**src/sv/rsps_pkg.sv**
```systemverilog
// Shared types and constants for the range sensor poll supervisor.
// No dependencies; the top level and the testbench import this package.
package rsps_pkg;

  // Event codes on the request channel.
  localparam logic [1:0] OP_POLL    = 2'd0;
  localparam logic [1:0] OP_BRINGUP = 2'd1;
  localparam logic [1:0] OP_REINIT  = 2'd2;

  // Sensor status codes.
  localparam logic [2:0] ST_OK     = 3'd0;
  localparam logic [2:0] ST_NOSENS = 3'd1;
  localparam logic [2:0] ST_ERR    = 3'd2;
  localparam logic [2:0] ST_STALL  = 3'd3;
  localparam logic [2:0] ST_DISC   = 3'd4;

  // Data word kinds.
  localparam logic [2:0] DK_DIST   = 3'd0;
  localparam logic [2:0] DK_NOSENS = 3'd1;
  localparam logic [2:0] DK_DISC   = 3'd2;
  localparam logic [2:0] DK_ERR    = 3'd3;
  localparam logic [2:0] DK_STALL  = 3'd4;

  // Configuration register indexes.
  localparam logic [2:0] CFG_BUS_ENABLE  = 3'd0;
  localparam logic [2:0] CFG_STALL_TMO   = 3'd1;
  localparam logic [2:0] CFG_RESTART_TMO = 3'd2;
  localparam logic [2:0] CFG_RESET_TMO   = 3'd3;
  localparam logic [2:0] CFG_RECOVER_GAP = 3'd4;

  // Configuration reset values.
  localparam logic [15:0] STALL_TMO_RST   = 16'd200;
  localparam logic [15:0] RESTART_TMO_RST = 16'd2000;
  localparam logic [15:0] RESET_TMO_RST   = 16'd10000;
  localparam logic [15:0] RECOVER_GAP_RST = 16'd2000;

  // Reading limits.
  localparam logic [15:0] RAW_MAX  = 16'd200;
  localparam logic [15:0] CLAMP_LO = 16'd5;
  localparam logic [15:0] CLAMP_HI = 16'd50;
  localparam logic [5:0]  DIST_MAX = 6'd50;

  // A bus recovery is considered on a silent poll whenever the streak is a multiple of STREAK_PERIOD.
  localparam int STREAK_PERIOD = 10;

  typedef struct packed {
    logic [1:0]  operation;
    logic [4:0]  channel;
    logic [31:0] now_ms;
    logic        bus_error;
    logic        data_ready;
    logic        result_good;
    logic [15:0] raw_mm;
    logic        outcome_ok;
  } req_t;

  typedef struct packed {
    logic [4:0] channel_out;
    logic       data_updated;
    logic [2:0] data_kind;
    logic [5:0] distance_out;
    logic [2:0] sensor_status;
    logic       restart_request;
    logic       hard_reset_request;
    logic       bus_recover_request;
  } rsp_t;

  typedef struct packed {
    logic [2:0]  index;
    logic [15:0] value;
  } cfg_t;

  // One entry of the per-channel state memory.
  typedef struct packed {
    logic        online;
    logic        ever_online;
    logic [2:0]  status;
    logic [7:0]  streak;
    logic [31:0] last_good;
    logic [5:0]  filt;
    logic        loaded;
  } ch_state_t;

  localparam ch_state_t CH_STATE_RST = '{
    online:      1'b0,
    ever_online: 1'b0,
    status:      ST_NOSENS,
    streak:      8'd0,
    last_good:   32'd0,
    filt:        6'd0,
    loaded:      1'b0
  };

  // True when an 8-bit streak count is a multiple of STREAK_PERIOD.
  function automatic logic streak_hits(logic [7:0] x);
    logic hit;
    hit = 1'b0;
    for (int k = 0; k * STREAK_PERIOD < 256; k++) begin
      if (x == 8'(k * STREAK_PERIOD)) begin
        hit = 1'b1;
      end
    end
    return hit;
  endfunction

endpackage

```
**src/sv/rsps_stream_if.sv**
```systemverilog
// Valid/ready channel carrying one payload type.
// Depends on nothing; payload types come from rsps_pkg at instantiation.
interface rsps_stream_if #(parameter type payload_t = logic) ();
  logic     valid;
  logic     ready;
  payload_t data;

  modport source (output valid, output data, input ready);
  modport sink   (input valid, input data, output ready);
endinterface

```
**src/sv/rsps_ram.sv**
```systemverilog
// Generic single-write, single-read synchronous RAM with registered read data.
// No dependencies.
module rsps_ram #(
  parameter int WIDTH = 8,
  parameter int DEPTH = 16
) (
  input  logic                                  clk,
  input  logic                                  we,
  input  logic [(DEPTH > 1 ? $clog2(DEPTH) : 1)-1:0] waddr,
  input  logic [WIDTH-1:0]                      wdata,
  input  logic                                  re,
  input  logic [(DEPTH > 1 ? $clog2(DEPTH) : 1)-1:0] raddr,
  output logic [WIDTH-1:0]                      rdata
);

  logic [WIDTH-1:0] mem [DEPTH];

  always_ff @(posedge clk) begin
    if (we) begin
      mem[waddr] <= wdata;
    end
    if (re) begin
      rdata <= mem[raddr];
    end
  end

endmodule

```
**src/sv/range_sensor_poll_supervisor.sv**
```systemverilog
// Range sensor poll supervisor: top level. Uses rsps_pkg, rsps_stream_if and rsps_ram.
// A taken request waits in stage 1, then its answer is held in the result register.
// Throughput: one request per cycle unless the receiver stalls, set by the per-channel state
// RAM (one read, one write). Reset (rst, synchronous): clears per-channel valid bits,
// per-bus recovery times, configuration and handshake state together; no clearing pass.
module range_sensor_poll_supervisor #(
  parameter int CHANNELS = 32,
  parameter int PER_BUS  = 8,
  parameter int BUSES    = 4
) (
  input logic           clk,
  input logic           rst,
  rsps_stream_if.sink   req,
  rsps_stream_if.source rsp,
  rsps_stream_if.sink   cfg
);

  import rsps_pkg::*;

  // The channel field is five bits wide, so at most 32 entries can ever be addressed.
  localparam int DEPTH = (CHANNELS < 32) ? CHANNELS : 32;
  localparam int AW    = (DEPTH > 1) ? $clog2(DEPTH) : 1;
  // Only the first four buses have an enable bit, so only they keep a recovery time.
  localparam int REC_N = (BUSES < 4) ? BUSES : 4;
  localparam int REC_W = (REC_N > 1) ? $clog2(REC_N) : 1;

  // Configuration registers.
  logic [3:0]  bus_enable_mask;
  logic [15:0] stall_timeout_ms;
  logic [15:0] restart_after_ms;
  logic [15:0] reset_after_ms;
  logic [15:0] recover_gap_ms;

  // Bus number of every possible channel, worked out at elaboration.
  logic [4:0] bus_lut [32];
  for (genvar i = 0; i < 32; i++) begin : g_bus_lut
    assign bus_lut[i] = 5'(i / PER_BUS);
  end

  // Stage 1 holds the request whose state entry is being read out of the RAM.
  logic       s1_valid;
  req_t       s1_req;
  logic       s1_vld;
  logic       s1_fwd;
  ch_state_t  s1_fwd_data;

  logic       s1_adv;
  logic       acc;
  logic [AW-1:0] raddr;
  logic [AW-1:0] wr_addr;
  logic          wr_en;
  logic [$bits(ch_state_t)-1:0] rdata_raw;

  logic [DEPTH-1:0] ch_valid;
  logic [31:0]      last_rec [REC_N];

  // Combinational results of stage 1.
  ch_state_t   cur;
  ch_state_t   nx;
  logic        wr_c;
  logic        rec_wr_c;
  rsp_t        out_c;
  logic        in_range;
  logic [4:0]  bus;
  logic [REC_W-1:0] rec_idx;
  logic        en;
  logic [31:0] dt;
  logic [31:0] dt_rec;
  logic [7:0]  streak_inc;
  logic [5:0]  val;
  logic [7:0]  sum8;

  // The stage advances when the result register is empty or being drained;
  // a new request is taken whenever stage 1 is empty or advancing.
  assign s1_adv    = s1_valid && (!rsp.valid || rsp.ready);
  assign req.ready = !s1_valid || s1_adv;
  assign acc       = req.valid && req.ready;
  assign cfg.ready = 1'b1;

  assign raddr   = AW'(req.data.channel);
  assign wr_addr = AW'(s1_req.channel);
  assign wr_en   = s1_adv && wr_c;

  rsps_ram #(
    .WIDTH ($bits(ch_state_t)),
    .DEPTH (DEPTH)
  ) u_state_ram (
    .clk   (clk),
    .we    (wr_en),
    .waddr (wr_addr),
    .wdata (nx),
    .re    (acc),
    .raddr (raddr),
    .rdata (rdata_raw)
  );

  // An entry never written reads as its reset value. When the previous request
  // wrote the same entry in the very cycle this one was read, the RAM returned the
  // old contents, so the written value captured at that edge is used instead.
  always_comb begin
    if (s1_fwd) begin
      cur = s1_fwd_data;
    end else if (s1_vld) begin
      cur = ch_state_t'(rdata_raw);
    end else begin
      cur = CH_STATE_RST;
    end
  end

  assign in_range = (int'(s1_req.channel) < CHANNELS);
  assign bus      = bus_lut[s1_req.channel];
  assign rec_idx  = REC_W'(bus);
  assign en       = (int'(bus) < BUSES) && (bus < 5'd4) && bus_enable_mask[bus[1:0]];

  assign dt         = s1_req.now_ms - cur.last_good;
  assign dt_rec     = s1_req.now_ms - last_rec[rec_idx];
  assign streak_inc = cur.streak + 8'd1;

  // Clamp a good reading, then either load the filter or run the 3:1 low-pass.
  always_comb begin
    if (s1_req.raw_mm < CLAMP_LO) begin
      val = 6'd0;
    end else if (s1_req.raw_mm > CLAMP_HI) begin
      val = DIST_MAX;
    end else begin
      val = s1_req.raw_mm[5:0];
    end
    sum8 = ({2'b00, cur.filt} << 1) + {2'b00, cur.filt} + {2'b00, val};
  end

  always_comb begin
    nx       = cur;
    wr_c     = 1'b0;
    rec_wr_c = 1'b0;
    out_c    = '0;
    out_c.channel_out   = s1_req.channel;
    out_c.sensor_status = ST_NOSENS;

    if (in_range) begin
      unique case (s1_req.operation)
        OP_POLL: begin
          if (!en) begin
            out_c.data_updated = 1'b1;
            out_c.data_kind    = DK_NOSENS;
          end else if (!cur.online) begin
            out_c.data_updated = 1'b1;
            out_c.data_kind    = cur.ever_online ? DK_DISC : DK_NOSENS;
          end else if (s1_req.bus_error) begin
            wr_c               = 1'b1;
            nx.streak          = streak_inc;
            nx.status          = ST_ERR;
            out_c.data_updated = 1'b1;
            out_c.data_kind    = DK_ERR;
          end else if (s1_req.data_ready) begin
            if (s1_req.result_good) begin
              wr_c      = 1'b1;
              nx.streak = 8'd0;
              if (s1_req.raw_mm == 16'd0 || s1_req.raw_mm > RAW_MAX) begin
                nx.status          = ST_ERR;
                out_c.data_updated = 1'b1;
                out_c.data_kind    = DK_ERR;
              end else begin
                nx.loaded          = 1'b1;
                nx.filt            = cur.loaded ? sum8[7:2] : val;
                nx.status          = ST_OK;
                nx.last_good       = s1_req.now_ms;
                out_c.data_updated = 1'b1;
                out_c.data_kind    = DK_DIST;
                out_c.distance_out = nx.filt;
              end
            end
          end else begin
            // Silent poll: the channel ages, and the block escalates with time.
            wr_c      = 1'b1;
            nx.streak = streak_inc;
            if (dt > {16'd0, stall_timeout_ms}) begin
              nx.status          = ST_STALL;
              out_c.data_updated = 1'b1;
              out_c.data_kind    = DK_STALL;
            end
            if (dt > {16'd0, restart_after_ms} && dt <= {16'd0, reset_after_ms}) begin
              out_c.restart_request = 1'b1;
              nx.last_good          = s1_req.now_ms;
            end
            if (dt > {16'd0, reset_after_ms}) begin
              out_c.hard_reset_request = 1'b1;
            end
            if (streak_hits(streak_inc) && dt_rec > {16'd0, recover_gap_ms}) begin
              out_c.bus_recover_request = 1'b1;
              rec_wr_c                  = 1'b1;
            end
          end
        end
        OP_BRINGUP: begin
          wr_c = 1'b1;
          if (s1_req.outcome_ok) begin
            nx.online      = 1'b1;
            nx.ever_online = 1'b1;
            nx.status      = ST_OK;
            nx.streak      = 8'd0;
            nx.last_good   = s1_req.now_ms;
          end else begin
            nx.online = 1'b0;
            nx.status = ST_NOSENS;
          end
          out_c.data_updated = 1'b1;
          out_c.data_kind    = DK_NOSENS;
        end
        OP_REINIT: begin
          // A re-init answer for a channel that is already offline is ignored.
          if (cur.online) begin
            wr_c = 1'b1;
            if (s1_req.outcome_ok) begin
              nx.filt      = 6'd0;
              nx.loaded    = 1'b0;
              nx.status    = ST_OK;
              nx.last_good = s1_req.now_ms;
            end else begin
              nx.online          = 1'b0;
              nx.status          = ST_DISC;
              out_c.data_updated = 1'b1;
              out_c.data_kind    = DK_DISC;
            end
          end
        end
        default: begin
        end
      endcase
      out_c.sensor_status = nx.status;
    end
  end

  // Control state.
  always_ff @(posedge clk) begin
    if (rst) begin
      s1_valid         <= 1'b0;
      rsp.valid        <= 1'b0;
      ch_valid         <= '0;
      bus_enable_mask  <= 4'd0;
      stall_timeout_ms <= STALL_TMO_RST;
      restart_after_ms <= RESTART_TMO_RST;
      reset_after_ms   <= RESET_TMO_RST;
      recover_gap_ms   <= RECOVER_GAP_RST;
      for (int b = 0; b < REC_N; b++) begin
        last_rec[b] <= 32'd0;
      end
    end else begin
      if (acc) begin
        s1_valid <= 1'b1;
      end else if (s1_adv) begin
        s1_valid <= 1'b0;
      end
      if (s1_adv) begin
        rsp.valid <= 1'b1;
      end else if (rsp.ready) begin
        rsp.valid <= 1'b0;
      end
      if (wr_en) begin
        ch_valid[wr_addr] <= 1'b1;
      end
      if (s1_adv && rec_wr_c) begin
        last_rec[rec_idx] <= s1_req.now_ms;
      end
      if (cfg.valid) begin
        unique case (cfg.data.index)
          CFG_BUS_ENABLE:  bus_enable_mask  <= cfg.data.value[3:0];
          CFG_STALL_TMO:   stall_timeout_ms <= cfg.data.value;
          CFG_RESTART_TMO: restart_after_ms <= cfg.data.value;
          CFG_RESET_TMO:   reset_after_ms   <= cfg.data.value;
          CFG_RECOVER_GAP: recover_gap_ms   <= cfg.data.value;
          default: begin
          end
        endcase
      end
    end
  end

  // Payload registers.
  always_ff @(posedge clk) begin
    if (acc) begin
      s1_req      <= req.data;
      s1_vld      <= ch_valid[raddr];
      s1_fwd      <= wr_en && (wr_addr == raddr);
      s1_fwd_data <= nx;
    end
    if (s1_adv) begin
      rsp.data <= out_c;
    end
  end

  // A written entry is marked valid from the next cycle on.
  a_valid_after_write: assert property (@(posedge clk) disable iff (rst)
    wr_en |=> ch_valid[$past(wr_addr)])
    else $error("state entry not marked valid after write");

  // Only channels that exist ever write the state memory.
  a_write_in_range: assert property (@(posedge clk) disable iff (rst)
    wr_en |-> in_range)
    else $error("state write for a channel out of range");

  // Restart and hard reset are requested for disjoint silence spans.
  a_restart_excl: assert property (@(posedge clk) disable iff (rst)
    rsp.valid |-> !(rsp.data.restart_request && rsp.data.hard_reset_request))
    else $error("restart and hard reset requested together");

  // The filtered distance never exceeds the clamp ceiling.
  a_dist_max: assert property (@(posedge clk) disable iff (rst)
    s1_adv |-> out_c.distance_out <= DIST_MAX)
    else $error("filtered distance above ceiling");

endmodule

```
**src/flat_wrapper.sv**
```systemverilog
// flat-port wrapper written by rule: the top's interface ports become plain ports
module range_sensor_poll_supervisor_flat import rsps_pkg::*;
#(
  parameter int CHANNELS = 32,
  parameter int PER_BUS  = 8,
  parameter int BUSES    = 4
)
  (clk, rst, req_valid, req_data, req_ready, rsp_valid, rsp_data, rsp_ready, cfg_valid, cfg_data, cfg_ready);
  rsps_stream_if #(.payload_t(req_t)) req_i ();
  rsps_stream_if #(.payload_t(rsp_t)) rsp_i ();
  rsps_stream_if #(.payload_t(cfg_t)) cfg_i ();
  input logic clk;
  input logic rst;
  input wire logic [$bits(req_i.valid)-1:0] req_valid;
  input wire logic [$bits(req_i.data)-1:0] req_data;
  output wire logic [$bits(req_i.ready)-1:0] req_ready;
  output wire logic [$bits(rsp_i.valid)-1:0] rsp_valid;
  output wire logic [$bits(rsp_i.data)-1:0] rsp_data;
  input wire logic [$bits(rsp_i.ready)-1:0] rsp_ready;
  input wire logic [$bits(cfg_i.valid)-1:0] cfg_valid;
  input wire logic [$bits(cfg_i.data)-1:0] cfg_data;
  output wire logic [$bits(cfg_i.ready)-1:0] cfg_ready;
  assign req_i.valid = req_valid;
  assign req_i.data = req_data;
  assign req_ready = req_i.ready;
  assign rsp_valid = rsp_i.valid;
  assign rsp_data = rsp_i.data;
  assign rsp_i.ready = rsp_ready;
  assign cfg_i.valid = cfg_valid;
  assign cfg_i.data = cfg_data;
  assign cfg_ready = cfg_i.ready;
  range_sensor_poll_supervisor #(.CHANNELS(CHANNELS), .PER_BUS(PER_BUS), .BUSES(BUSES)) u_core (.clk(clk), .rst(rst), .req(req_i), .rsp(rsp_i), .cfg(cfg_i));
endmodule
```
**config.mk**
```make
export PLATFORM = sky130hd
export DESIGN_NAME = range_sensor_poll_supervisor_flat
export DESIGN_NICKNAME = d
export VERILOG_FILES = /design/src/sv/rsps_pkg.sv /design/src/sv/rsps_stream_if.sv /design/src/sv/rsps_ram.sv /design/src/sv/range_sensor_poll_supervisor.sv /design/src/flat_wrapper.sv
export SDC_FILE = /design/constraint.sdc
export NUM_CORES = 2
export LEC_CHECK = 0
export BUFFER_PORTS_ARGS = -buffer_cell sky130_fd_sc_hd__buf_4
export CAP_MARGIN = 20
export CORE_MARGIN = 1.5
export CORE_UTILIZATION = 45
export CTS_CLUSTER_SIZE = 10
export DETAILED_ROUTE_END_ITERATION = 8
export GPL_ROUTABILITY_DRIVEN = 0
export HOLD_SLACK_MARGIN = 0.15
export PLACE_DENSITY = 0.59
export SYNTH_ARGS = -nofsm -noshare
export SYNTH_HDL_FRONTEND = slang
export SYNTH_HIERARCHICAL = 1
export SYNTH_SLANG_ARGS = --single-unit
export TNS_END_PERCENT = 50
```
**constraint.sdc**
```tcl
create_clock -name clk -period 9.9 [get_ports clk]
set_input_delay 0.495 -clock clk [delete_from_list [all_inputs] [get_ports clk]]
set_output_delay 0.495 -clock clk [all_outputs]
set_load 0.05 [all_outputs]
```
======== Word level (Yosys, flattened, before mapping) ========
Memories as Yosys holds them, arrays and structs flattened. A register that Yosys moved wholly into a read port is not among the register bits.
Index checks and enable logic that the tools add are counted.
word-level totals
  flip-flop bits (word level) ............. 236
  bits in writable memories ............... 1792
  bits in read-only memories .............. 160
  bits of input ports ..................... 83
  output and inout bits ................... 24
  word-level logic and storage cells ...... 235
  memories kept ........................... 3
memory list
  memory                  words  width  rd ports  clocked after Yosys merged registers in  wr ports  RTL line                             source
  u_core.u_state_ram.mem  32     52     1         1                                        1         rsps_ram.sv:16                       logic [WIDTH-1:0] mem [DEPTH];
  (name not given)        32     5      1         0                                        0         range_sensor_poll_supervisor.sv:111  assign bus = bus_lut[s1_req.channel];
  u_core.last_rec         4      32     1         0                                        4         range_sensor_poll_supervisor.sv:55   logic [31:0] last_rec [REC_N];
operators by class
  add/sub/neg operators ................... 5
  order comparisons ....................... 15
  eq/ne operators ......................... 32
  multiplexer cells ....................... 111
  bitwise gates (word level) .............. 7
  reductions and logical operators ........ 29
operator list
  operator                                                        count
  two-way mux 39 bit                                              4
  two-way mux 50 bit                                              3
  greater-than comparator 32 x 16 -> 1 bit                        4
  equality test 8 bit, second input constant                      13
  two-way mux 52 bit                                              2
  one-hot mux 32 bit (3 select lines)                             1
  two-way mux 1 bit                                               65
  two-way mux 32 bit                                              2
  subtractor 32 bit                                               2
  equality test 8 x 7 -> 1 bit, second input constant             6
  two-way mux 43 bit                                              1
  two-way mux 40 bit                                              1
  <= comparator 32 x 16 -> 1 bit                                  1
  OR 32 bit                                                       1
  OR reduction 32 bit                                             1
  two-way mux 4 bit                                               7
  equality test 8 x 6 -> 1 bit, second input constant             3
  two-way mux 6 bit                                               4
  equality test 8 x 5 -> 1 bit, second input constant             2
  greater-than comparator 16 x 6 -> 1 bit, second input constant  1
  greater-than comparator 16 x 8 -> 1 bit, second input constant  1
  logical NOT 16 bit                                              1
  less-than comparator 16 x 3 -> 1 bit, second input constant     1
  one-hot mux 8 bit (2 select lines)                              1
  other kinds (41)                                                71

======== Longest topological paths before layout ========
  depth after elaboration ................. 48
  gate-level depth with buffers ........... 29
  gate-level depth less buffers ........... 24

======== Cells and area by module ========
The synthesis kept the hierarchy.
modules (own cells, without submodules)
  module                        instances  cells each  area each (um^2)  seq. area each (um^2)
  rsps_ram                      1          3641        66243.5           51529.4
  range_sensor_poll_supervisor  1          2330        22420.3           9909.5

======== Worst setup path after synthesis ========
No wires, ideal clock.
  kind .................................... register to register
  from .................................... reg u_core/wr_addr[3] (netlist name)
  to ...................................... mem u_core.last_rec[3][0] (enable)
  setup time .............................. 470 ps
  data arrival time ....................... 7317 ps
  data required time ...................... 9430 ps
  path slack .............................. 2114 ps
  cell stages (with the launch flop) ...... 26
  buffers on the path ..................... 3
  period minus slack after synthesis ...... 7786 ps
  cells stage by stage .................... edfxtp_1 -> clkbuf_1 -> buf_1 -> mux4_2 -> inv_1 -> ha_1 -> nor2b_1 -> o31a_1 -> o21a_1 -> nor2_1 -> o21a_1 -> o21ai_0 -> a21o_1 -> a21oi_1 -> xnor2_1 -> ha_1 -> nand4_1 -> nor2_1 -> o221ai_1 -> a21oi_1 -> o21ai_0 -> and4_1 -> o2111ai_1 -> nor4_2 -> clkbuf_1 -> o31ai_1
RTL lines
  what       RTL line
  to (decl)  range_sensor_poll_supervisor.sv:55

==> reports/metrics.csv <==
metric,value,unit
status,"finished, final reports clean",
H-tree depth,4,
CP startpoint kind,register,
xor and xnor area share after synthesis,0.494,%
post-DR vias/cell,6.13,
share of cells above drive strength 1,11.5,%
initial antenna violation count,4,
synthesized instance count,5971,
DR iter-0 viols,6465,
worst-skew pair later-pin latency,0.88,ns
nets,6469,
max-slew violation count,0,
Routed Antenna Nets,0,
post-synthesis cell type count,88,
die area,200000,um2
Fillers,16095,
Clock Path Buffers,3,
Slew headroom,22.2,%
WL/cell,29.4,um
PwrDens,191,nW/um2
total track usage,25.9,%
mux cell area share after synthesis,10.7,%
fin worst setup slack,1.98,ns
RSZ-0062 raised after global routing,no,
area occupied by multi-input gates,25400,um2
mapped cell area,88700,um2
Final HPWL DP,141,mm
Num CTS Buffers,230,
final hold violation count,0,
Final Core Density,51.5,%
I/O Buffers,105,
register area,61400,um2
Critical Path Sink Type,register,
Setup CP Type,reg -> reg,
"commonest non-fill, non-tap cell in the layout",edfxtp_1,
synth warn,6,
Synth Area in Compound Gates,8.47,%
Max-Cap Viols,0,
Final min period,7.92,ns
period utilization,80.0,%
synthesized net count,6199,
drt first pass iters,6,
drt drc,0,
area share of fa/ha/maj cells after synthesis,2.11,%
Post-synth top flop,edfxtp_1,
first-pass GRT wire length,373,mm
largest net degree at the start of global routing,134,
hold slack,0.183,ns
CTS tree,built,
Hold Path Class,in -> reg,
post-route setup TNS,0,ns
most frequent cells in the layout,"1978 x edfxtp_1, 844 x mux2i_1, 396 x nand2_1",
Core Area,195000,um2
Max Freq,126,MHz
largest family of logic cells by synthesized area,multiplexers,
peak supply drop,0.000152,V
Clock Skews,0.0439,ns
routed wire length,263,mm
I/O Pins,107,
chip width,447,um
"Seq/Total Area, Yosys",69.3,%
CTS resizes,0,
Worst Max-Slew Pin Slew,1.16,ns
gr ovfl total,0,
Place WS,1.75,ns
clock root buffer master,clkbuf_16,
Worst-path clk slew,0.06,ns
crit-path max FO,19,
Worst Path Required,10.59,ns
average size of a mapped cell,14.8,um2
Area Overhead vs Synth,13.4,%
clk sinks,2080,
Post-synth EDFFs,1978,
starting density of the core,45.4,%
Die H,447,um
Arrival @ worst endpoint,8.62,ns
Rows,162,
leakage,35.8,nW
Yosys reg bits,2080,
final setup fails,0,
vias in the first global route,52155,
Synth Area in Simple Gates,6.17,%
ys async rst share,0,%
routed via count,54832,
per-stage QoR:
stage	cell area [um2]	std cells	total power, mW
final	101000	8945	19.2
after global routing	101000	8941	19.8
after CTS	100000	8909	19.2
after detailed placement	92900	8522	11.7
after global placement	92800	8514	11.7
after floorplan	88700	5971	11.2
final timing paths:
path | depth (start not counted) | startpoint | end | slack [ns]
setup / recovery | 25 | u_core/s1_vld$_DFFE_PP_ | u_core/u_state_ram/mem[2][38]$_DFFE_PP_ | 1.98
hold / removal | 2 | rst | u_core/recover_gap_ms[12]$_SDFFE_PP0P_ | 0.18
setup reg to reg | 25 | u_core/s1_vld$_DFFE_PP_ | u_core/u_state_ram/mem[2][38]$_DFFE_PP_ | 1.98
hold reg to reg | 2 | u_core/reset_after_ms[15]$_SDFFE_PP0P_ | u_core/reset_after_ms[15]$_SDFFE_PP0P_ | 0.46
cells in the mapped netlist (43+ instances only):
| library cell | n | share of area [%] |
|---|---|---|
| edfxtp_1 | 1978 | 67 |
| mux2i_1 | 845 | 9.5 |
| nand2_1 | 397 | 1.7 |
| a21oi_1 | 361 | 2.0 |
| nor2_1 | 220 | 0.93 |
| nor3_1 | 212 | 1.2 |
| a22oi_1 | 192 | 1.6 |
| nand3_1 | 188 | 1.1 |
| clkbuf_1 | 168 | 0.71 |
| inv_1 | 162 | 0.69 |
| ha_1 | 137 | 1.9 |
| a22o_1 | 120 | 1.2 |
| dfxtp_1 | 102 | 2.3 |
| o21ai_0 | 75 | 0.42 |
| a31oi_1 | 70 | 0.49 |
| buf_4 | 55 | 0.47 |
| a211oi_1 | 53 | 0.45 |
| buf_2 | 44 | 0.25 |
| mux4_2 | 43 | 1.1 |
power breakdown:
| group | switching [mW] | leakage (nW) | internal [mW] |
|---|---|---|---|
| Clock | 3.29 | 3.08 | 4.27 |
| Sequential | 0.0493 | 19.5 | 9.82 |
| Combinational | 1.14 | 13.2 | 0.613 |
| Total | 4.47 | 35.8 | 14.7 |
flip-flops by register name (all words and copies together) (netlist names):
name / cells
u_core/bus_enable_mask: 4
u_core/ch_valid: 32
u_core/last_rec: 128
u_core/recover_gap_ms: 16
u_core/reset_after_ms: 16
u_core/restart_after_ms: 16
u_core/rsp.data: 21
u_core/rsp.valid: 1
u_core/s1_fwd: 1
u_core/s1_fwd_data: 52
u_core/s1_req: 54
u_core/s1_valid: 1
u_core/s1_vld: 1
u_core/stall_timeout_ms: 16
u_core/u_state_ram/mem: 1664
u_core/u_state_ram/rdata: 52
u_core/wr_addr: 5
metal layers:
layer | track usage [%] | share of wire, % | wire length, um
met2 | 40.6 | 46 | 121000
met4 | 8.37 | 3.1 | 8150
met5 | 0 | 0 | 0
met1 | 36.8 | 43 | 113000
met3 | 4.25 | 8.1 | 21100
cells by family (layout without fill, tap and decap cells):
logic type               Yosys count  after routing
AND/OR/NAND/NOR                 1181           1181
flip-flops                      2080           2080
AO/OA/AOI/OAI                   1118           1118
multiplexers                     891            891
other                              1              6
XOR/XNOR                          50             50
adder cells (fa/ha/maj)          145            145
buffers and inverters            505            850
timing repair:
item,4_1_cts,5_1_grt
buffers inserted,0,0
endpoints found under the hold margin,128,0
hold buffers,80,0
worst max-delay path, stage by stage (launching register included):
cell and delay, ns:
edfxtp_1 0.67, nor2b_4 0.83, a22oi_1 0.23, inv_1 0.14, ha_1 0.17, inv_1 0.06, fa_1 0.40, a21o_1 0.21
a221o_1 0.39, a32oi_2 0.39, nand2_1 0.14, a21o_1 0.20, a21oi_1 0.17, xnor2_1 0.18, ha_1 0.35, nand3_1 0.08
nor2_1 0.16, o211ai_1 0.11, a31oi_1 0.18, o21ai_0 0.13, or3_1 0.44, or3_1 0.39, o31a_2 0.58, mux2i_1 0.22
a31oi_2 0.66, buf_6 0.27
cell type report:
| cell class | count | area share, % |
|---|---|---|
| antenna | 5 | 0.0124 |
| clock buffer | 289 | 6.01 |
| clock inverter | 18 | 0.302 |
| inverter | 162 | 0.605 |
| multi-input combinational | 3386 | 25.2 |
| sequential | 2080 | 61.1 |
| tap | 2624 | 3.26 |
| timing repair buffer | 381 | 3.50 |
Note: power is estimated with default switching activity, not from simulation.
